### src/rtl/ldpc_layered_min_sum_node_assert.svh
// assertion macros for the rtl of the check-node unit
`ifndef LDPC_LAYERED_MIN_SUM_NODE_ASSERT_SVH
`define LDPC_LAYERED_MIN_SUM_NODE_ASSERT_SVH

`ifndef SYNTHESIS

// same-cycle implication
`define LDPC_ASSERT_IMP(label, clk, rst_n, ante, cons, msg) \
    label: assert property (@(posedge clk) disable iff (!rst_n) (ante) |-> (cons)) \
        else $error(msg);

// next-cycle implication
`define LDPC_ASSERT_NEXT(label, clk, rst_n, ante, cons, msg) \
    label: assert property (@(posedge clk) disable iff (!rst_n) (ante) |=> (cons)) \
        else $error(msg);

`else

`define LDPC_ASSERT_IMP(label, clk, rst_n, ante, cons, msg)
`define LDPC_ASSERT_NEXT(label, clk, rst_n, ante, cons, msg)

`endif

`endif

### src/rtl/ldpc_pkg.sv
`timescale 1ns / 1ps

package ldpc_pkg;

    // sizing
    localparam int LDPC_MAX_LIFT  = 384;
    localparam int OUT_FIFO_DEPTH = 8;
    localparam int CFG_ADDR_W     = 4;
    localparam int APB_DATA_W     = 32;

    // register reset values
    localparam logic [8:0] LIFT_SIZE_RESET = 9'd384;
    localparam logic [7:0] SCALE_RESET     = 8'd102;
    localparam logic [6:0] LLR_MAX_RESET   = 7'd120;
    localparam logic [6:0] LLR_INF_RESET   = 7'd127;

    typedef enum logic {
        OP_ANALYZE = 1'b0,
        OP_EMIT    = 1'b1
    } op_t;

    typedef enum logic [1:0] {
        REG_LIFT_SIZE = 2'd0,
        REG_SCALE_Q7  = 2'd1,
        REG_LLR_MAX   = 2'd2,
        REG_LLR_INF   = 2'd3
    } cfg_reg_t;

    typedef struct packed {
        logic [8:0] lift_size;
        logic [7:0] scale_q7;
        logic [6:0] llr_max;
        logic [6:0] llr_inf_code;
    } cfg_t;

    typedef struct packed {
        op_t               operation;
        logic              first_of_layer;
        logic [6:0]        var_index;
        logic [8:0]        position;
        logic [8:0]        rotation;
        logic signed [7:0] llr_a;
        logic signed [7:0] llr_b;
    } in_word_t;

    typedef struct packed {
        logic signed [7:0] llr_out;
        logic signed [7:0] soft_out;
    } out_word_t;

    // per-lane min-sum statistics held in the lane ram
    typedef struct packed {
        logic [6:0] min_mag;
        logic [6:0] second_mag;
        logic [6:0] min_owner;
        logic       sign_parity;
    } lane_stat_t;

endpackage

### src/rtl/ldpc_cfg.sv
`timescale 1ns / 1ps

module ldpc_cfg (
    input  logic                             clk,
    input  logic                             rst_n,
    input  logic                             psel,
    input  logic                             penable,
    input  logic                             pwrite,
    input  logic [ldpc_pkg::CFG_ADDR_W-1:0]  paddr,
    input  logic [ldpc_pkg::APB_DATA_W-1:0]  pwdata,
    output logic [ldpc_pkg::APB_DATA_W-1:0]  prdata,
    output logic                             pready,
    output ldpc_pkg::cfg_t                   cfg
);

    import ldpc_pkg::*;

    logic [8:0] lift_size_reg, lift_size_next;
    logic [7:0] scale_q7_reg, scale_q7_next;
    logic [6:0] llr_max_reg, llr_max_next;
    logic [6:0] llr_inf_reg, llr_inf_next;
    logic       wr_en;
    cfg_reg_t   reg_sel;

    assign pready  = 1'b1;
    assign wr_en   = psel && penable && pwrite;
    assign reg_sel = cfg_reg_t'(paddr[3:2]);

    // register write decode
    always_comb
    begin
        lift_size_next = lift_size_reg;
        scale_q7_next  = scale_q7_reg;
        llr_max_next   = llr_max_reg;
        llr_inf_next   = llr_inf_reg;
        if (wr_en)
        begin
            unique case (reg_sel)
                REG_LIFT_SIZE: lift_size_next = pwdata[8:0];
                REG_SCALE_Q7:  scale_q7_next  = pwdata[7:0];
                REG_LLR_MAX:   llr_max_next   = pwdata[6:0];
                REG_LLR_INF:   llr_inf_next   = pwdata[6:0];
            endcase
        end
    end

    always_ff @(posedge clk or negedge rst_n)
    begin
        if (!rst_n)
        begin
            lift_size_reg <= LIFT_SIZE_RESET;
            scale_q7_reg  <= SCALE_RESET;
            llr_max_reg   <= LLR_MAX_RESET;
            llr_inf_reg   <= LLR_INF_RESET;
        end
        else
        begin
            lift_size_reg <= lift_size_next;
            scale_q7_reg  <= scale_q7_next;
            llr_max_reg   <= llr_max_next;
            llr_inf_reg   <= llr_inf_next;
        end
    end

    // read mux
    always_comb
    begin
        unique case (reg_sel)
            REG_LIFT_SIZE: prdata = {{(APB_DATA_W-9){1'b0}}, lift_size_reg};
            REG_SCALE_Q7:  prdata = {{(APB_DATA_W-8){1'b0}}, scale_q7_reg};
            REG_LLR_MAX:   prdata = {{(APB_DATA_W-7){1'b0}}, llr_max_reg};
            REG_LLR_INF:   prdata = {{(APB_DATA_W-7){1'b0}}, llr_inf_reg};
        endcase
    end

    assign cfg.lift_size    = lift_size_reg;
    assign cfg.scale_q7     = scale_q7_reg;
    assign cfg.llr_max      = llr_max_reg;
    assign cfg.llr_inf_code = llr_inf_reg;

endmodule

### config.mk
export PLATFORM = sky130hd
export DESIGN_NAME = ldpc_cfg
export DESIGN_NICKNAME = d
export VERILOG_FILES = /design/src/rtl/ldpc_layered_min_sum_node_assert.svh /design/src/rtl/ldpc_pkg.sv /design/src/rtl/ldpc_cfg.sv
export SDC_FILE = /design/constraint.sdc
export NUM_CORES = 1
export LEC_CHECK = 0
export BUFFER_PORTS_ARGS = -buffer_cell sky130_fd_sc_hd__buf_2
export CAP_MARGIN = 15
export CORE_MARGIN = 2
export CORE_UTILIZATION = 42
export CTS_CLUSTER_SIZE = 28
export DETAILED_ROUTE_END_ITERATION = 6
export HOLD_SLACK_MARGIN = 0.1
export PLACE_DENSITY = 0.83
export SKIP_CTS_REPAIR_TIMING = 1
export SLEW_MARGIN = 10
export SYNTH_ARGS = -nofsm -noshare
export SYNTH_HDL_FRONTEND = slang
export SYNTH_SLANG_ARGS = --single-unit
### constraint.sdc
create_clock -name clk -period 1.75 [get_ports clk]
set_input_delay 0.35 -clock clk [delete_from_list [all_inputs] [get_ports clk]]
set_output_delay 0.35 -clock clk [all_outputs]
set_load 0.02 [all_outputs]
==> results of run 1 <==
-- cells by family after synthesis --
family        count (synthesis)  synth area share [%]
mux                          39                  33.8
other cells                   2                 0.461
simple gates                  8                  3.84
buf+inv                      29                  12.9
flops                        31                  49.0
-- layer usage --
metal / vias to the layer above / GRT usage, %
met5: - / 0
met4: 0 / 4.59
met3: 3 / 4.77
met2: 58 / 25.1
met1: 526 / 22.0
li1: 458 / -
-- metrics by stage --
stage | worst slack [ps] | utilization (%)
after floorplan | 195 | -
after global placement | 2.80 | 51.1
after detailed placement | 12.0 | 51.1
after CTS | 11.7 | 53.3
after global routing | 42.3 | 53.3
final | 80.7 | 53.3
-- cell usage in the layout (no fill, tap or decap), drive strengths merged --
cell type  Yosys  final
or3            1      1
clkbuf         0      9
or2            1      1
nand3          1      1
inv            1      1
mux4           7      7
mux2          31     31
mux2i          1      1
nor3           1      1
dfstp         17     17
nor2           2      2
nand4          1      1
dfrtp         14     14
nor3b          1      1
buf           28     60
conb           2     24
-- cell type report --
| type | count | area share (%) |
|---|---|---|
| clock buffer | 8 | 4.07 |
| tap | 48 | 3.05 |
| sequential | 31 | 40.5 |
| multi-input combinational | 71 | 35.8 |
| timing repair buffer | 61 | 16.4 |
| inverter | 1 | 0.191 |
-- synthesized netlist by cell type --
| library cell | instances | area share, % |
|---|---|---|
| buf_6 | 1 | 0.69 |
| or2_1 | 1 | 0.38 |
| nor3b_1 | 1 | 0.46 |
| nand4_1 | 1 | 0.38 |
| dfstp_2 | 17 | 27 |
| or3_1 | 1 | 0.38 |
| inv_1 | 1 | 0.23 |
| dfrtp_1 | 14 | 22 |
| nor2_2 | 1 | 0.38 |
| buf_4 | 24 | 11 |
| mux2_2 | 22 | 15 |
| nand3_2 | 1 | 0.61 |
| mux4_2 | 7 | 9.7 |
| conb_1 | 2 | 0.46 |
| mux2_4 | 9 | 8.3 |
| buf_2 | 3 | 0.92 |
| mux2i_1 | 1 | 0.61 |
| nor2_1 | 1 | 0.23 |
| nor3_4 | 1 | 1.0 |
-- path summary, 6_finish.rpt --
check	slack (ps)	startpoint	depth (start not counted)	end
max in group asynchronous	1210	rst_n	1	llr_max_reg[2]
hold reg to reg	520	llr_max_reg[2]	1	llr_max_reg[2]
min in group clk	310	pwdata[8]	2	lift_size_reg[8]
setup reg to reg	970	lift_size_reg[4]	1	lift_size_reg[4]
setup / recovery	80	lift_size_reg[0]	2	prdata[0]
hold / removal	110	rst_n	1	lift_size_reg[6]
-- critical path: stages (launching register included) --
cell and delay [ps]:
dfrtp_1 390, mux4_2 470, buf_2 180
-- report_power, final --
part | leakage (nW) | switching (mW) | internal (mW)
Combinational | 0.592 | 0.508 | 0.386
Clock | 0.0395 | 0.239 | 0.282
Sequential | 0.350 | 0.121 | 0.953
Total | 0.981 | 0.868 | 1.62
==> summary.md, run 1 <==
| Metric | Value |
|---|---|
| Design area | 1970 um2 |
| Max Root-Sink Buffers | 2 |
| Max Used Layer | met4 |
| Yosys cell types | 19 |
| Fmax | 0.599 GHz |
| # fillers | 337 |
| Final-report max-slew violation count | 0 |
| Number of DRC markers in iteration 0 | 17 |
| Met2 WL post-DR | 1560 um |
| Fraction of layout cells with a size suffix above 1 | 72.1% |
| Die Wd | 66.3 um |
| Initial antenna violation count | 0 |
| Pwr/cell area | 1270 nW/um2 |
| # DRC | 0 |
| Slew headroom | 54.9% |
| First-pass GRT wire length | 5090 um |
| First-pass DRT Iterations | 3 |
| Clk root buf | clkbuf_8 |
| Final ANT Viol Nets | 0 |
| Multi-input logic area | 703 um2 |
| Initial Utilization | 44.1% |
| I/O pin count | 105 |
| Critical path type | reg2out |
| Post-DP HPWL | 2410 um |
| I/O Buffers | 55 |
| DIE AREA | 4390 um2 |
| Hold WC Path Type | in2async |
| Hold Fails Final Rpt | 0 |
| Mapped Cells | 109 |
| Rows | 22 |
| Grt ovf | 0 |
| WL final | 3230 um |
| Pleak | 0.981 nW |
| Synth Area per Inst | 14.9 um2 |
| Period utilisation layout | 95.4% |
| Status | finished clean |
| Largest net degree at the start of global routing | 32 |
| Fin cells | 220 |
| Share of the yosys chip area belonging to registers | 49.0% |
| Total track usage | 16.2% |
| Ant diodes | 0 |
| Clk sinks | 31 |
| Post-Syn Area | 1630 um2 |
| Placed Area | 1880 um2 |
| Placer Congestion | 0.675 |
| Via count | 1045 |
| TritonCTS buffer count | 5 |
| Htree depth | 2 |
| Worst setup SP type | register |
| Hold WS | 106 ps |
| DR WL/cell | 14.7 um |
| NumNets Final | 212 |
| Synth Register Bits | 31 |
| Total power draw | 2.49 mW |
| Register area | 797 um2 |
| Placed Cells | 212 |
| Count of max-cap constraint violations | 0 |
| RSZ-0062 raised after global routing | false |
| Worst skew pair latency | 280 ps |
| Peak supply drop | 0.769 mV |
| Worst EP required | 1400 ps |
| Max reg flops | 9 |
| Warnings, synthesis | 0 |
| Tmin final | 1670 ps |
| Total negative slack | 0 ps |
| Metal3 WL | 255 um |
| CTS clock-pin slew for the worst setup and hold paths | 60 ps |
| CP arrival | 1320 ps |
| Worst Tran Pin Value | 677 ps |
| CP Capture Type | primary output |
| DRT met1 WL | 1380 um |
| CORE AREA | 3690 um2 |
| Die Y | 66.3 um |
| Worst Skew | 0 ps |
| Crit Path Max Fanout | 3 |
| Synth-to-layout area growth | 20.8% |
| # setup viols final | 0 |
| Via/cell ratio | 4.75 |
| Vias in the first global route | 993 |
| CTS tree | yes |
(Power assumes the default switching activity.)
==> run 2, diff against run 1 <==
--- a/config.mk
+++ b/config.mk
@@ -5,14 +5,16 @@
 export SDC_FILE = /design/constraint.sdc
 export NUM_CORES = 1
 export LEC_CHECK = 0
+export ABC_AREA = 1
 export BUFFER_PORTS_ARGS = -buffer_cell sky130_fd_sc_hd__buf_2
 export CAP_MARGIN = 15
 export CORE_MARGIN = 2
-export CORE_UTILIZATION = 42
+export CORE_UTILIZATION = 45
+export CTS_BUF_LIST = sky130_fd_sc_hd__clkbuf_4 sky130_fd_sc_hd__clkbuf_8 sky130_fd_sc_hd__clkbuf_16
 export CTS_CLUSTER_SIZE = 28
 export DETAILED_ROUTE_END_ITERATION = 6
 export HOLD_SLACK_MARGIN = 0.1
-export PLACE_DENSITY = 0.83
+export PLACE_DENSITY = 0.85
 export SKIP_CTS_REPAIR_TIMING = 1
 export SLEW_MARGIN = 10
 export SYNTH_ARGS = -nofsm -noshare
==> constraint.sdc (replaced) <==
create_clock -name clk -period 2 [get_ports clk]
set_input_delay 0.4 -clock clk [delete_from_list [all_inputs] [get_ports clk]]
set_output_delay 0.4 -clock clk [all_outputs]
set_load 0.02 [all_outputs]
==> run 2 against run 1 <==
Sequential power fell by 14%. Hold slack better by 51 ps. Routed wire length grew 27%. Setup slack better by 190 ps. Largest cell class is now multi-input combinational cells. Largest power group unchanged.
==> summary.md, run 2 <==
| Metric | Value |
|---|---|
| Status | finished clean |
| Ant diodes | 0 (unchanged) |
| Synth-to-layout area growth | 17.3% |
| Post-synth top area share | 25.1% (-2.4 points) |
| Die Wd | 66.9 um (+1.0%) |
| Compound-Gate Fraction of Synth Area | 0% (unchanged) |
| Pint | 1.34 mW (-17%) |
| CORE AREA | 3740 um2 (+1.5%) |
| Warnings, synthesis | 0 (unchanged) |
| Clk sinks | 31 (unchanged) |
| Most frequent cells in the layout | nand2_1, buf_2, conb_1, nand3_1, dfstp_2 |
| WL final | 4100 um (+27%) |
| Critical path type | in2out |
| Met2 Use GR | 33.4% (+8.3 points) |
| Most numerous cell in the Yosys netlist | nand2_1 |
| Multi-input logic area | 818 um2 (+16%) |
| Most used routing layer | met2 |
| Pwr/cell area | 1020 nW/um2 (-19%) |
| Cells on worst reg2reg path | 2 (+1) |
| # setup viols final | 0 (unchanged) |
| CP arrival | 1330 ps (about the same) |
| Hold Fails Final Rpt | 0 (unchanged) |
| Max reg flops | 9 (unchanged) |
| Top cells by area, synth | dfstp_2, nand2_1, dfrtp_1 |
| NumNets Final | 313 (+48%) |
| RSZ-0062 raised after global routing | false |
| Synth Area per Inst | 8.25 um2 (-45%) |
| Sw frac | 37.3% (+2.4 points) |
| Post-synthesis simple-gate area fraction | 40.9% (+37 points) |
| # DRC | 0 (unchanged) |
| DR WL/cell | 12.8 um (-13%) |
| Period utilisation layout | 86.7% |
| Slew headroom | 54.1% (-0.76 points) |
| Worst Skew | 0 ps (unchanged) |
| XOR/XNOR share of the synthesized area | 0% (unchanged) |
| Tmin final | 1730 ps |
| Worst EP required | 1600 ps (+200 ps) |
| Register area | 797 um2 (unchanged) |
| TritonCTS buffer count | 5 (unchanged) |
| Hold WC Path Type | in2async |
| Post-Syn Area | 1780 um2 (+9.5%) |
| R2r endpoint | scale_q7_reg[1] |
| Vias in the first global route | 1407 (+42%) |
| Worst skew pair latency | 280 ps (about the same) |
| List of most frequent post-synthesis cells | nand2_1, buf_4, nand3_1, dfstp_2, dfrtp_1 |
| Mapped Cells | 216 (+98%) |
| Worst Tran Pin Value | 688 ps (+11.3 ps) |
| Routing usage on met3 | 6.25% (+1.5 points) |
| Switching power | 0.795 mW (-8.4%) |
| Synth Register Bits | 31 (unchanged) |
| R2R setup slack | 1280 ps (+310 ps) |
| CP Launch Point | paddr[3] |
| Via/cell ratio | 4.74 (-0.31%) |
| Largest net degree at the start of global routing | 32 (unchanged) |
| Via count | 1520 (+45%) |
| CTS tree | yes |
| Worst R2R Start | scale_q7_reg[1] |
| DIE AREA | 4480 um2 (+2.0%) |
| Sequential Power Share | 43.0% (about the same) |
| Most used DFF post-synth | dfstp_2 |
| Placer Congestion | 0.826 (+22%) |
| Fmax | 0.577 GHz |
| CP Capture Point | prdata[4] |
| Initial Utilization | 47.6% (+3.5 points) |
| Worst setup SP type | input port |
| Post-synthesis adder-cell area fraction | 0% (unchanged) |
| Total track usage | 20.5% (+4.4 points) |
| I/O Buffers | 55 (unchanged) |
| Pleak | 1.21 nW (+24%) |
| Grt ovf | 0 (unchanged) |
| # fillers | 374 (+11%) |
| Die Y | 66.9 um (+1.0%) |
| M1 GR Usage | 26.0% (+4.1 points) |
| Rows | 22 (unchanged) |
| Crit Path Max Fanout | 18 (+15) |
| Max Root-Sink Buffers | 2 (unchanged) |
| Final-report max-slew violation count | 0 (unchanged) |
| Fraction of layout cells with a size suffix above 1 | 36.3% (-36 points) |
| CP Capture Type | primary output |
| Yosys cell types | 17 (-2) |
| EDFF count, synth | 0 (unchanged) |
| Post-synth ARST share | 100% (unchanged) |
| First-pass DRT Iterations | 4 (+1) |
| Post-synthesis mux area share | 0% (-34 points) |
| Clock power share | 25.9% (+5.0 points) |
| Logic pwr share | 31.2% (-4.7 points) |
| Post-DP HPWL | 3170 um (+31%) |
| Initial antenna violation count | 0 (unchanged) |
| Number of DRC markers in iteration 0 | 80 (+63) |
| Final ANT Viol Nets | 0 (unchanged) |
| Peak supply drop | 0.623 mV (-19%) |
| Largest family of logic cells by synthesized area | simple AND/OR/NAND/NOR gates |
| Share of the yosys chip area belonging to registers | 44.7% (-4.2 points) |
| I/O pin count | 105 (unchanged) |
| Hold WS | 157 ps (+51.3 ps) |
| Area leader, netlist | dfstp_2 |
| Htree depth | 2 (unchanged) |
| CTS clock-pin slew for the worst setup and hold paths | 60 ps (about the same) |
| Clk root buf | clkbuf_8 |
| Commonest non-fill, non-tap cell in the layout | nand2_1 |
| Count of max-cap constraint violations | 0 (unchanged) |
| First-pass GRT wire length | 6730 um (+32%) |
| Total negative slack | 0 ps (unchanged) |
==> run 2: how the worst min path moves through the flow <==
stage                   start               end  slack (ps)  depth (start not counted)
2_1_floorplan           rst_n  lift_size_reg[0]         100                          0
6_report                rst_n  lift_size_reg[1]         160                          1
3_5_place_dp   llr_max_reg[6]    llr_max_reg[6]         460                          2
4_1_cts                 rst_n   scale_q7_reg[4]         170                          1
3_3_place_gp   llr_inf_reg[3]    llr_inf_reg[3]         460                          2
5_1_grt                 rst_n   scale_q7_reg[3]         200                          1
==> run 2: worst max-delay path, cell delays in order <==
cell and delay [ps]:
buf_2 240, nor2_4 310, nand2_1 100, nand4_1 110, buf_2 170
==> run 2: cell families (layout without fill, tap and decap cells) <==
| family | after synthesis | after routing |
|---|---|---|
| other | 2 | 24 |
| and+or+nand+nor | 148 | 148 |
| DFF | 31 | 31 |
| buffers and inverters | 35 | 70 |
==> run 2: per-stage QoR <==
stage,total power [mW],utilization (%),setup slack (ps),instances,area [um2]
floorplan,1.38,-,586,238,1860
global placement,1.57,53.1,295,313,1990
detailed placement,1.59,53.1,276,313,1990
CTS,2.16,55.8,273,321,2090
global route,2.27,55.8,186,321,2090
finish,2.13,55.8,266,321,2090
==> run 2: routing by layer <==
layer | vias to the layer above | routed length (um)
met2 | 69 | 1990
met3 | 5 | 402
met5 | - | 0
met1 | 702 | 1660
li1 | 744 | -
met4 | 0 | 41
==> run 2: layout make-up <==
type,instances,area share [%]
timing repair buffer,55,13.2
multi-input combinational,172,39.1
clock buffer,8,4.97
tap,48,2.87
inverter,7,1.74
sequential,31,38.1
==> run 2: power by group through the flow <==
stage	logic (mW)	clock network, mW	registers [mW]
after floorplan	0.308	0	1.07
after global placement	0.655	0	0.920
after detailed placement	0.671	0	0.924
after CTS	0.671	0.568	0.916
after global routing	0.727	0.612	0.935
final	0.665	0.552	0.916
