## config.mk

```make
export PLATFORM = sky130hd
export DESIGN_NAME = ldpc_out_fifo
export DESIGN_NICKNAME = d
export VERILOG_FILES = /design/src/rtl/ldpc_layered_min_sum_node_assert.svh /design/src/rtl/ldpc_pkg.sv /design/src/rtl/ldpc_out_fifo.sv
export SDC_FILE = /design/constraint.sdc
export NUM_CORES = 1
export LEC_CHECK = 0
export BUFFER_PORTS_ARGS = -buffer_cell sky130_fd_sc_hd__buf_4
export CAP_MARGIN = 10
export CORE_UTILIZATION = 30
export CTS_CLUSTER_SIZE = 25
export DETAILED_ROUTE_END_ITERATION = 10
export PLACE_DENSITY = 0.52
export SYNTH_ARGS = -nofsm -noshare
export SYNTH_HDL_FRONTEND = slang
export SYNTH_SLANG_ARGS = --single-unit
```

## constraint.sdc

```tcl
create_clock -name clk -period 5.3 [get_ports clk]
set_input_delay 0.53 -clock clk [delete_from_list [all_inputs] [get_ports clk]]
set_output_delay 0.53 -clock clk [all_outputs]
set_load 0.03 [all_outputs]
```

## src/rtl/ldpc_layered_min_sum_node_assert.svh

```systemverilog
// assertion macros for the rtl of the check-node unit
`ifndef LDPC_LAYERED_MIN_SUM_NODE_ASSERT_SVH
`define LDPC_LAYERED_MIN_SUM_NODE_ASSERT_SVH

`ifndef SYNTHESIS

// same-cycle implication
`define LDPC_ASSERT_IMP(label, clk, rst_n, ante, cons, msg) \
    label: assert property (@(posedge clk) disable iff (!rst_n) (ante) |-> (cons)) \
        else $error(msg);

// next-cycle implication
`define LDPC_ASSERT_NEXT(label, clk, rst_n, ante, cons, msg) \
    label: assert property (@(posedge clk) disable iff (!rst_n) (ante) |=> (cons)) \
        else $error(msg);

`else

`define LDPC_ASSERT_IMP(label, clk, rst_n, ante, cons, msg)
`define LDPC_ASSERT_NEXT(label, clk, rst_n, ante, cons, msg)

`endif

`endif

```

## src/rtl/ldpc_pkg.sv

```systemverilog
`timescale 1ns / 1ps

package ldpc_pkg;

    // sizing
    localparam int LDPC_MAX_LIFT  = 384;
    localparam int OUT_FIFO_DEPTH = 8;
    localparam int CFG_ADDR_W     = 4;
    localparam int APB_DATA_W     = 32;

    // register reset values
    localparam logic [8:0] LIFT_SIZE_RESET = 9'd384;
    localparam logic [7:0] SCALE_RESET     = 8'd102;
    localparam logic [6:0] LLR_MAX_RESET   = 7'd120;
    localparam logic [6:0] LLR_INF_RESET   = 7'd127;

    typedef enum logic {
        OP_ANALYZE = 1'b0,
        OP_EMIT    = 1'b1
    } op_t;

    typedef enum logic [1:0] {
        REG_LIFT_SIZE = 2'd0,
        REG_SCALE_Q7  = 2'd1,
        REG_LLR_MAX   = 2'd2,
        REG_LLR_INF   = 2'd3
    } cfg_reg_t;

    typedef struct packed {
        logic [8:0] lift_size;
        logic [7:0] scale_q7;
        logic [6:0] llr_max;
        logic [6:0] llr_inf_code;
    } cfg_t;

    typedef struct packed {
        op_t               operation;
        logic              first_of_layer;
        logic [6:0]        var_index;
        logic [8:0]        position;
        logic [8:0]        rotation;
        logic signed [7:0] llr_a;
        logic signed [7:0] llr_b;
    } in_word_t;

    typedef struct packed {
        logic signed [7:0] llr_out;
        logic signed [7:0] soft_out;
    } out_word_t;

    // per-lane min-sum statistics held in the lane ram
    typedef struct packed {
        logic [6:0] min_mag;
        logic [6:0] second_mag;
        logic [6:0] min_owner;
        logic       sign_parity;
    } lane_stat_t;

endpackage

```

## src/rtl/ldpc_out_fifo.sv

```systemverilog
`timescale 1ns / 1ps

module ldpc_out_fifo #(
    parameter int DEPTH = ldpc_pkg::OUT_FIFO_DEPTH
) (
    input  logic                       clk,
    input  logic                       rst_n,
    input  logic                       push,
    input  ldpc_pkg::out_word_t        push_word,
    input  logic                       ready,
    output logic                       valid,
    output ldpc_pkg::out_word_t        word,
    output logic [$clog2(DEPTH+1)-1:0] count
);

    import ldpc_pkg::*;

    localparam int PTR_W = $clog2(DEPTH);
    localparam int CNT_W = $clog2(DEPTH+1);

    out_word_t        mem_reg [DEPTH];
    logic [PTR_W-1:0] wr_ptr_reg, wr_ptr_next;
    logic [PTR_W-1:0] rd_ptr_reg, rd_ptr_next;
    logic [CNT_W-1:0] count_reg, count_next;
    logic             pop;

    assign valid = (count_reg != '0);
    assign pop   = valid && ready;
    assign word  = mem_reg[rd_ptr_reg];
    assign count = count_reg;

    // pointer and count update
    always_comb
    begin
        wr_ptr_next = wr_ptr_reg;
        rd_ptr_next = rd_ptr_reg;
        count_next  = count_reg;
        if (push)
        begin
            wr_ptr_next = (wr_ptr_reg == PTR_W'(DEPTH-1)) ? '0 : wr_ptr_reg + 1'b1;
        end
        if (pop)
        begin
            rd_ptr_next = (rd_ptr_reg == PTR_W'(DEPTH-1)) ? '0 : rd_ptr_reg + 1'b1;
        end
        if (push && !pop)
            count_next = count_reg + 1'b1;
        else if (pop && !push)
            count_next = count_reg - 1'b1;
    end

    always_ff @(posedge clk or negedge rst_n)
    begin
        if (!rst_n)
        begin
            wr_ptr_reg <= '0;
            rd_ptr_reg <= '0;
            count_reg  <= '0;
        end
        else
        begin
            wr_ptr_reg <= wr_ptr_next;
            rd_ptr_reg <= rd_ptr_next;
            count_reg  <= count_next;
        end
    end

    // word storage
    always_ff @(posedge clk)
    begin
        if (push)
        begin
            mem_reg[wr_ptr_reg] <= push_word;
        end
    end

endmodule

```

==> results of run 1 <==
## cells in the final DEF, fill, tap and decap left out, types with 2 or more instances in the layout
| master | count |
|---|---|
| edfxtp_1 | 128 |
| mux4_2 | 9 |
| nand3_1 | 2 |
| a21oi_1 | 2 |
| nor2_1 | 7 |
| clkinv_1 | 4 |
| o211ai_1 | 2 |
| mux4_1 | 23 |
| ha_1 | 7 |
| mux2_2 | 20 |
| dfrtp_1 | 8 |
| nand3b_1 | 2 |
| nor3_1 | 2 |
| nand2_1 | 6 |
| or4_1 | 2 |
| nor3_2 | 2 |
| dfrtp_2 | 2 |
| inv_1 | 2 |
| clkbuf_16 | 17 |
| buf_4 | 48 |
| xnor2_1 | 2 |
| clkinv_2 | 4 |
| bufinv_16 | 2 |
| o21ai_0 | 3 |
| nand2b_1 | 3 |
| clkinv_4 | 3 |
## kinds of logic (layout without fill, tap and decap cells)
| family | count (synthesis) | after routing | share of synthesized area [%] |
|---|---|---|---|
| compound gates | 10 | 10 | 1.55 |
| xor+xnor | 2 | 2 | 0.315 |
| fa+ha+maj | 8 | 8 | 1.93 |
| buf+inv | 13 | 83 | 1.46 |
| flops | 138 | 138 | 73.6 |
| mux | 53 | 53 | 18.7 |
| simple gates | 27 | 27 | 2.41 |
## metrics by stage
stage | power [W] | utilization [%]
final | 0.00387 | 37.1
after CTS | 0.00394 | 37.1
after detailed placement | 0.00282 | 34.0
after global placement | 0.00280 | 34.0
after global routing | 0.00407 | 37.1
after floorplan | 0.00241 | -
## power groups by stage
stage / sequential [W] / clock [W] / combinational [W]
2_1_floorplan: 0.00149 / 0 / 0.000919
3_3_place_gp: 0.00163 / 0 / 0.00116
3_5_place_dp: 0.00164 / 0 / 0.00117
4_1_cts: 0.00162 / 0.00114 / 0.00118
5_1_grt: 0.00164 / 0.00118 / 0.00124
6_report: 0.00160 / 0.00112 / 0.00115
## path summary, 6_finish.rpt
kind	depth (start not counted)	endpoint	startpoint	slack [ps]
min	1	mem_reg[0][8]	push_word[8]	340
min in group asynchronous	2	count[2]	rst_n	480
max	3	word[2]	rd_ptr_reg[0]	2130
min reg2reg	1	wr_ptr_reg[2]	wr_ptr_reg[2]	580
max in group asynchronous	2	rd_ptr_reg[1]	rst_n	4660
max reg2reg	7	count[3]	count[0]	2580
## cell type report
cell class / count / share of cell area [%]
Clock buffer: 18 / 6.39
Multi-Input combinational cell: 100 / 20.8
Sequential cell: 138 / 61.0
Tap cell: 229 / 4.27
Clock inverter: 14 / 1.94
Inverter: 2 / 0.112
Timing Repair Buffer: 49 / 5.51
## cell usage after synthesis (3+ instances only)
library cell,instances,area (um^2)
buf_6,4,45.0
clkbuf_1,4,15.0
dfrtp_1,10,250
edfxtp_1,128,3840
ha_1,7,87.6
mux2_2,20,225
mux4_1,23,604
mux4_2,9,203
nand2_1,6,22.5
nand2b_1,3,18.8
nor2_1,7,26.3
nor3_1,4,20.0
o21ai_0,3,15.0
## layer usage
| metal | up-vias | routed length [um] | share of wire (%) |
|---|---|---|---|
| met2 | 40 | 5320 | 51 |
| met1 | 1359 | 4670 | 44 |
| li1 | 1184 | - | - |
| met3 | 17 | 315 | 3.0 |
| met4 | 0 | 195 | 1.9 |
| met5 | - | 0 | 0 |
==> flow_summary.yaml, run 1 <==
outcome:
  outcome: "complete, but fails checks"
  violations: "DRC"
timing:
  setup_slack_ps: 2130
  final.setup_skew_ps: 4.78
  period_share_pct: 59.9
  finalSetupViolCount: 0
  hold_violations: 0
  relSlewSlack_pct: 28.4
  worst_slew_pin_slew_ps: 1070
  fin_crit_ps: 3170
  whs_ps: 344
  fin_setup_tns_ps: 0
  timing.fmax_mhz: 315
  rsz0062_at_grt: "false"
  slew_violations: 0
worst_setup_path:
  worstSetupPathType: "reg -> out"
  crit_fanout: 35
  endpoint_kind: "output pin"
  path_delay_family: "flip-flops"
  critPathSlowestCell: "dfrtp_2"
  critPathLaunchType: "flip-flop"
  cpPeakStageDelay_ps: 1070
  path_cells: "mux4_1, mux2_2, buf_4"
  worst-endpoint-arrival_ps: 2640
  crit_buf_inv: 1
  cp.required_ps: 4770
global_routing:
  first_global_vias: 2781
  grt_pass1_wl_um: 16400
  grt_use_total_pct: 12.1
  use_met2_pct: 20.1
  globalRouteMet3Util_pct: 3.60
  grt_antenna_before_repair: 0
  top_usage_layer: "met2"
  grt_max_degree: 36
  overflow: 0
  use_met1_pct: 14.3
yosys:
  synth-main-ff-cell: "edfxtp_1"
  synth_sequential_area_ratio_pct: 73.6
  yosys_warnings: 0
  synthArstFlopShare_pct: 7.25
  synth_seq_cells: 138
  synth_area_mm2: 0.00556
  synth_cell_types: 28
  synth_edf_count: 128
  syn_avg_cell_area_um2: 22.2
  syn_inst: 251
  postSynthNetCount: 279
power_and_ir_drop:
  clockPowerShare_pct: 28.8
  comb_power_share_pct: 29.8
  p_int_w: 0.00264
  sw_frac_of_total_pct: 31.9
  leakage_nw: 2.32
  p_sw_w: 0.00124
  seqPwrFrac_pct: 41.4
  p_per_area_mw_per_mm2: 577
  peakVddDrop_mv: 0.242
routing:
  antenna_left: 0
  routed_via_density: 4.73
  drtIter0Drc: 188
  dr.pass1.iters: 7
  vias: 2600
  avgRoutedWirePerCell_um: 19.1
  drt_wl_total_um: 10500
  drc: 6
place:
  gp_congestion: 0.685
  post-place-cells: 517
  dpl-instance-area_mm2: 0.00615
  place_ws_ps: 2490
  dpl.hpwl_um: 6020
  io_buffers: 40
layout:
  diodes: 0
  ff_latch_area_mm2: 0.00410
  syn2layout_area_growth_pct: 20.8
  largest_reg_flops: 128
  multiInputGateArea_mm2: 0.00140
  nets: 336
  fillCellCount: 1631
  fin_cells: 550
  design_area_mm2: 0.00672
  layout-drive-gt1-share_pct: 34.0
clocking:
  clockBufferDepth: 2
  cts_root_buffer: "clkbuf_16"
  cts_buffers: 17
  holdBufCountCts: 1
  cts.sinks: 138
  cts_tree: "yes"
  cts_max_level: 4
  cts_setup_buffers: 0
  cts-resized-gates: 0
  clk_pin_slew_ps: 60
  clk_latency_ps: 420
job:
  cap_viol_max_count: 0
min_path:
  min_path_type: "in -> reg"
floorplanning:
  fp.dieH_um: 138
  core_mm2: 0.0181
  io_pins: 41
  dieArea_mm2: 0.0191
  die_x_um: 138
  start_util_pct: 30.8
  num_rows: 49
(Power assumes the default switching activity.)
==> run 2, diff against run 1 <==
--- a/config.mk
+++ b/config.mk
@@ -5,6 +5,7 @@
 export SDC_FILE = /design/constraint.sdc
 export NUM_CORES = 1
 export LEC_CHECK = 0
+export ABC_AREA = 1
 export BUFFER_PORTS_ARGS = -buffer_cell sky130_fd_sc_hd__buf_4
 export CAP_MARGIN = 10
 export CORE_UTILIZATION = 30
==> constraint.sdc (replaced) <==
create_clock -name clk -period 3.1 [get_ports clk]
set_input_delay 0.31 -clock clk [delete_from_list [all_inputs] [get_ports clk]]
set_output_delay 0.31 -clock clk [all_outputs]
set_load 0.03 [all_outputs]
==> run 2 against run 1 <==
Net effect:
- core utilization is essentially flat
- via count grew 53%
- global-route usage grew 1.6 points
- the flow now finishes without violations
- critical path depth grew 5
- hold slack lost 210 ps
- first-iteration DRC count grew 8.5%
- highest routed layer unchanged
- sequential share of layout area shrank 4.8 points
- critical path type unchanged
- clock power grew 71%
==> flow_summary.yaml, run 2 <==
outcome:
  outcome: "finished, final reports clean"
layout:
  fillCellCount: 1991
  final_cell_mix: "nand2_1 (233), nor2_1 (140), edfxtp_1 (128), inv_1 (74), buf_4 (53)"
  multiInputGateArea_mm2: 0.00159
  ff_latch_area_mm2: 0.00410
  nets: 711
  design_area_mm2: 0.00730
  largest_reg_flops: 128
  layout_commonest_cell: "nand2_1"
  diodes: 0
  syn2layout_area_growth_pct: 19.8
  final_util_pct: 37.1
  layout-drive-gt1-share_pct: 12.6
yosys:
  postSynthNetCount: 661
  synth-main-ff-cell: "edfxtp_1"
  synth_top_area_share_pct: 63.1
  yosys_warnings: 0
  yosysTopAreaCell: "edfxtp_1"
  synth_most_common_cell: "nand2_1"
  synthArstFlopShare_pct: 7.25
  synth_edf_count: 128
  synth_seq_cells: 138
  synth_cell_types: 17
  yosys-top-cells-area: "edfxtp_1 (63%), nand2_1 (14%), nor2_1 (8.6%)"
  synth_common_cells: "nand2_1 (233), nor2_1 (140), edfxtp_1 (128), inv_1 (74), buf_2 (14)"
  syn_inst: 633
  syn_avg_cell_area_um2: 9.62
  synth_area_mm2: 0.00609
  synth_sequential_area_ratio_pct: 67.2
routing:
  drc: 0
  avgRoutedWirePerCell_um: 13.1
  drtIter0Drc: 204
  vias: 3985
  dr.pass1.iters: 4
  antenna_left: 0
  drt_wl_total_um: 12600
  routed_via_density: 4.15
timing:
  worst_slew_pin_slew_ps: 845
  slew_violations: 0
  timing.fmax_mhz: 377
  fin_crit_ps: 2660
  finalSetupViolCount: 0
  whs_ps: 130
  setup_slack_ps: 444
  fin_setup_tns_ps: 0
  hold_violations: 0
  period_share_pct: 85.7
  relSlewSlack_pct: 43.7
  rsz0062_at_grt: "false"
  final.setup_skew_ps: 7.71
power_and_ir_drop:
  clockPowerShare_pct: 27.3
  seqPwrFrac_pct: 36.5
  p_sw_w: 0.00270
  sw_frac_of_total_pct: 38.7
  comb_power_share_pct: 36.2
  leakage_nw: 3.16
  p_per_area_mw_per_mm2: 958
  peakVddDrop_mv: 0.488
  p_int_w: 0.00428
place:
  io_buffers: 40
  place_ws_ps: 899
  gp_congestion: 0.758
  dpl.hpwl_um: 7340
  dpl-instance-area_mm2: 0.00672
worst_setup_path:
  timing.reg2reg.setup_slack_ps: 1010
  worstSetupPathType: "reg -> out"
  endpoint_kind: "output pin"
  critPathLaunchType: "flip-flop"
  crit_fanout: 83
  cp.required_ps: 2790
  worst-endpoint-arrival_ps: 2350
clocking:
  cts_tree: "yes"
  cts.sinks: 138
  cts_root_buffer: "clkbuf_16"
  clockBufferDepth: 2
  cts_buffers: 17
  cts_max_level: 4
  clk_latency_ps: 410
  cts_setup_buffers: 0
  clk_pin_slew_ps: 60
global_routing:
  grt_pass1_wl_um: 20400
  grt_antenna_before_repair: 0
  grt_max_degree: 84
  overflow: 0
  grt_use_total_pct: 13.6
  first_global_vias: 3919
job:
  cap_viol_max_count: 0
floorplanning:
  die_x_um: 144
  core_mm2: 0.0197
  fp.dieH_um: 144
  num_rows: 51
  dieArea_mm2: 0.0209
  io_pins: 41
  start_util_pct: 31.0
min_path:
  min_path_type: "in -> reg"
## run 2: changes by cell type after synthesis, moves of 3 or more
cell / change
nand2_1: +227
nor2_1: +133
inv_1: +72
mux4_1: -23
mux2_2: -20
buf_2: +12
mux4_2: -9
buf_4: +4
buf_6: -4
nor3_1: -4
nand2b_1: -3
nand3_1: +3
o21ai_0: +3
## run 2: cell type report
type | instances | area share [%]
tap | 265 | 4.54
clock buffer | 17 | 5.83
multi-input combinational | 396 | 21.8
clock inverter | 15 | 1.92
timing repair buffer | 55 | 5.87
inverter | 75 | 3.86
sequential | 138 | 56.2
## run 2: repair_timing
action                                 in CTS  in global routing
endpoints found under the hold margin      10                  0
resized for setup                           0                  0
hold buffers                                1                  0
## run 2: final timing paths
check | from | to | cells past startpoint
max in group asynchronous | rst_n | rd_ptr_reg[0] | 2
setup / recovery | rd_ptr_reg[0] | word[3] | 8
hold reg to reg | count[2] | count[2] | 2
setup reg to reg | count[0] | count[3] | 11
min in group asynchronous | rst_n | count[0] | 2
hold / removal | push_word[8] | mem_reg[0][8] | 1
## run 2: cell families (layout without fill, tap and decap cells)
kind of cell    after synthesis  count (layout)  synth area share (%)
simple gates                379             379                  23.5
flops                       138             138                  67.2
buf+inv                      99             162                  6.64
fa+ha+maj                     8               8                  1.77
compound gates                7               7                 0.575
xor+xnor                      2               2                 0.288
## run 2: worst max-delay path, cell delays in order (launching register included)
cell,delay (ps)
dfrtp_4,970
buf_12,310
nor2_1,80
nor2_1,100
nand2_1,70
nand2_1,70
nand2_1,40
nand2_1,90
buf_4,160
## run 2: through the flow
stage	cells	power, W
after floorplan	633	0.00434
after global placement	928	0.00510
after global routing	961	0.00752
after detailed placement	928	0.00515
final	961	0.00699
after CTS	961	0.00708
## run 2: power groups by stage
stage,clock network (W),registers [W],logic [W]
6_report,0.00191,0.00255,0.00253
3_5_place_dp,0,0.00259,0.00256
4_1_cts,0.00196,0.00255,0.00257
3_3_place_gp,0,0.00257,0.00252
2_1_floorplan,0,0.00247,0.00186
5_1_grt,0.00205,0.00259,0.00288
## run 2: metal layers
layer  vias up  part of all wire (%)  global-route usage (%)
li1       2069                     -                       -
met1      1842                    45                    16.2
met5         -                     0                       0
met4         0                  0.95                    4.65
met2        66                    50                    23.5
met3         8                   4.3                    3.84
==> run 3, diff against run 2 <==
--- a/config.mk
+++ b/config.mk
@@ -8,10 +8,13 @@
 export ABC_AREA = 1
 export BUFFER_PORTS_ARGS = -buffer_cell sky130_fd_sc_hd__buf_4
 export CAP_MARGIN = 10
+export CELL_PAD_IN_SITES_DETAIL_PLACEMENT = 0
+export CELL_PAD_IN_SITES_GLOBAL_PLACEMENT = 1
 export CORE_UTILIZATION = 30
 export CTS_CLUSTER_SIZE = 25
 export DETAILED_ROUTE_END_ITERATION = 10
-export PLACE_DENSITY = 0.52
+export PLACE_DENSITY = 0.62
+export RECOVER_POWER = 100
 export SYNTH_ARGS = -nofsm -noshare
 export SYNTH_HDL_FRONTEND = slang
 export SYNTH_SLANG_ARGS = --single-unit
==> run 3 against run 2 <==
Net effect:
- global-route usage rose by 0.24 points
- die area is the same
- flip-flop and latch count unchanged
- non-clock buffer count up 4
- combinational power fell by 3%
- sequential share of layout area grew 0.57 points
- first-iteration DRC count is 24% lower
- cell area down 1.0%
- critical path type unchanged
- largest power group unchanged
==> flow_summary.yaml, run 3 (same netlist as run 2, synthesis figures left out) <==
clocking:
  cts-resized-gates: 0
  cts_tree: "yes"
  clk_pin_slew_ps: 60
  cts_max_level: 4
  cts_buffers: 17
  clk_latency_ps: 420
  clockBufferDepth: 2
  cts.sinks: 138
  cts_root_buffer: "clkbuf_16"
floorplanning:
  dieArea_mm2: 0.0209
  fp.dieH_um: 144
  start_util_pct: 31.0
  io_pins: 41
  die_x_um: 144
  num_rows: 51
  core_mm2: 0.0197
layout:
  final_util_pct: 36.7
  fin_cells: 965
  syn2layout_area_growth_pct: 18.6
  largest_reg_flops: 128
  diodes: 0
  layout_commonest_cell: "nand2_1"
  nets: 715
  layout-drive-gt1-share_pct: 6.57
  final_cell_mix: "nand2_1 (233), nor2_1 (140), edfxtp_1 (128), inv_1 (74), clkbuf_1 (43)"
worst_setup_path:
  cpMostUsedCell: "nand2_1"
  cp.required_ps: 2790
  worst-endpoint-arrival_ps: 2390
  critPathSlowestCell: "dfrtp_4"
  r2r_start: "wr_ptr_reg[0]"
  cpPeakStageDelay_ps: 810
  critPathLaunchType: "flip-flop"
  endpoint_kind: "output pin"
  path_cells: "clkbuf_2, nor2_1, nor2_1, nand2_1, nand2_1, nand2_1, nand2_1, clkbuf_1"
  worstSetupPathType: "reg -> out"
  crit_fanout: 59
  crit_path_start: "rd_ptr_reg[0]"
routing:
  dr.pass1.iters: 4
  routed_via_density: 4.24
  drc: 0
  antenna_left: 0
  drtIter0Drc: 155
  vias: 4090
  avgRoutedWirePerCell_um: 13.7
  drt_wl_total_um: 13200
timing:
  setup_slack_ps: 405
  relSlewSlack_pct: 11.5
  slew_violations: 0
  fin_setup_tns_ps: 0
  period_share_pct: 86.9
  fin_crit_ps: 2700
  hold_violations: 0
  worst_slew_pin_slew_ps: 1330
  timing.fmax_mhz: 371
  finalSetupViolCount: 0
  final.setup_skew_ps: 7.94
  rsz0062_at_grt: "false"
power_and_ir_drop:
  leakage_nw: 3.05
  p_per_area_mw_per_mm2: 986
  peakVddDrop_mv: 0.411
place:
  gp_congestion: 0.737
  io_buffers: 40
  place_ws_ps: 1010
  post-place-cells: 932
  dpl.hpwl_um: 7790
min_path:
  min_path_type: "in -> reg"
  hold_start: "push"
global_routing:
  grt_pass1_wl_um: 20800
  first_global_vias: 3991
  use_met1_pct: 17.2
  use_met2_pct: 22.6
  grt_antenna_before_repair: 0
  grt_use_total_pct: 13.8
  top_usage_layer: "met2"
  globalRouteMet3Util_pct: 3.05
  overflow: 0
  grt_max_degree: 60
job:
  cap_viol_max_count: 0
outcome:
  outcome: "finished, final reports clean"
## run 3: cell count changes in the layout (fill, tap and decap cells not counted), moves of 3 or more
cell and delta:
clkinv_1 +3, inv_6 -5, clkbuf_2 +3, clkbuf_1 +43, bufinv_16 +4, buf_4 -42
## run 3: through the flow
stage | instance area, um^2 | hold WS, ps | power, W
finish | 7220 | 145 | 0.00712
global route | 7220 | 139 | 0.00762
CTS | 7400 | 110 | 0.00737
detailed placement | 6760 | 155 | 0.00520
global placement | 6760 | 148 | 0.00516
floorplan | 6090 | 14.4 | 0.00434
## run 3: path summary, 6_finish.rpt
kind,to,slack (ps),cells past startpoint
max,word[8],400,8
min,wr_ptr_reg[1],140,2
max reg2reg,mem_reg[7][5],900,3
min reg2reg,count[2],570,2
max in group asynchronous,rd_ptr_reg[0],2230,2
min in group asynchronous,count[0],410,2
## run 3: area by class of cell
class	count	area [um^2]
Multi-Input combinational cell	396	1590
Inverter	75	282
Tap cell	265	332
Clock buffer	17	425
Sequential cell	138	4100
Timing Repair Buffer	59	289
Fill cell	1976	12400
Clock inverter	15	205
## run 3: layer usage
metal / part of all wire, % / vias to the layer above
li1: - / 2079
met5: 0 / -
met3: 3.4 / 17
met2: 49 / 79
met1: 46 / 1915
met4: 2.1 / 0
## run 3: worst max-delay path: cells and delay by family (launching register included)
| kind | cells | cell delay [ps] |
|---|---|---|
| buffers and inverters | 2 | 720 |
| flip-flops | 1 | 810 |
| AND/OR/NAND/NOR | 6 | 410 |
## run 3: power by group
part | switching, W | total (W) | internal (W)
Clock | 0.000744 | 0.00216 | 0.00141
Sequential | 0.000206 | 0.00252 | 0.00231
Combinational | 0.00172 | 0.00245 | 0.000728
## run 3: timing repair
| item | 4_1_cts | 5_1_grt |
|---|---|---|
| hold buffers | 1 | 0 |
| hold endpoints to repair | 10 | 0 |
| setup buffers | 0 | 0 |
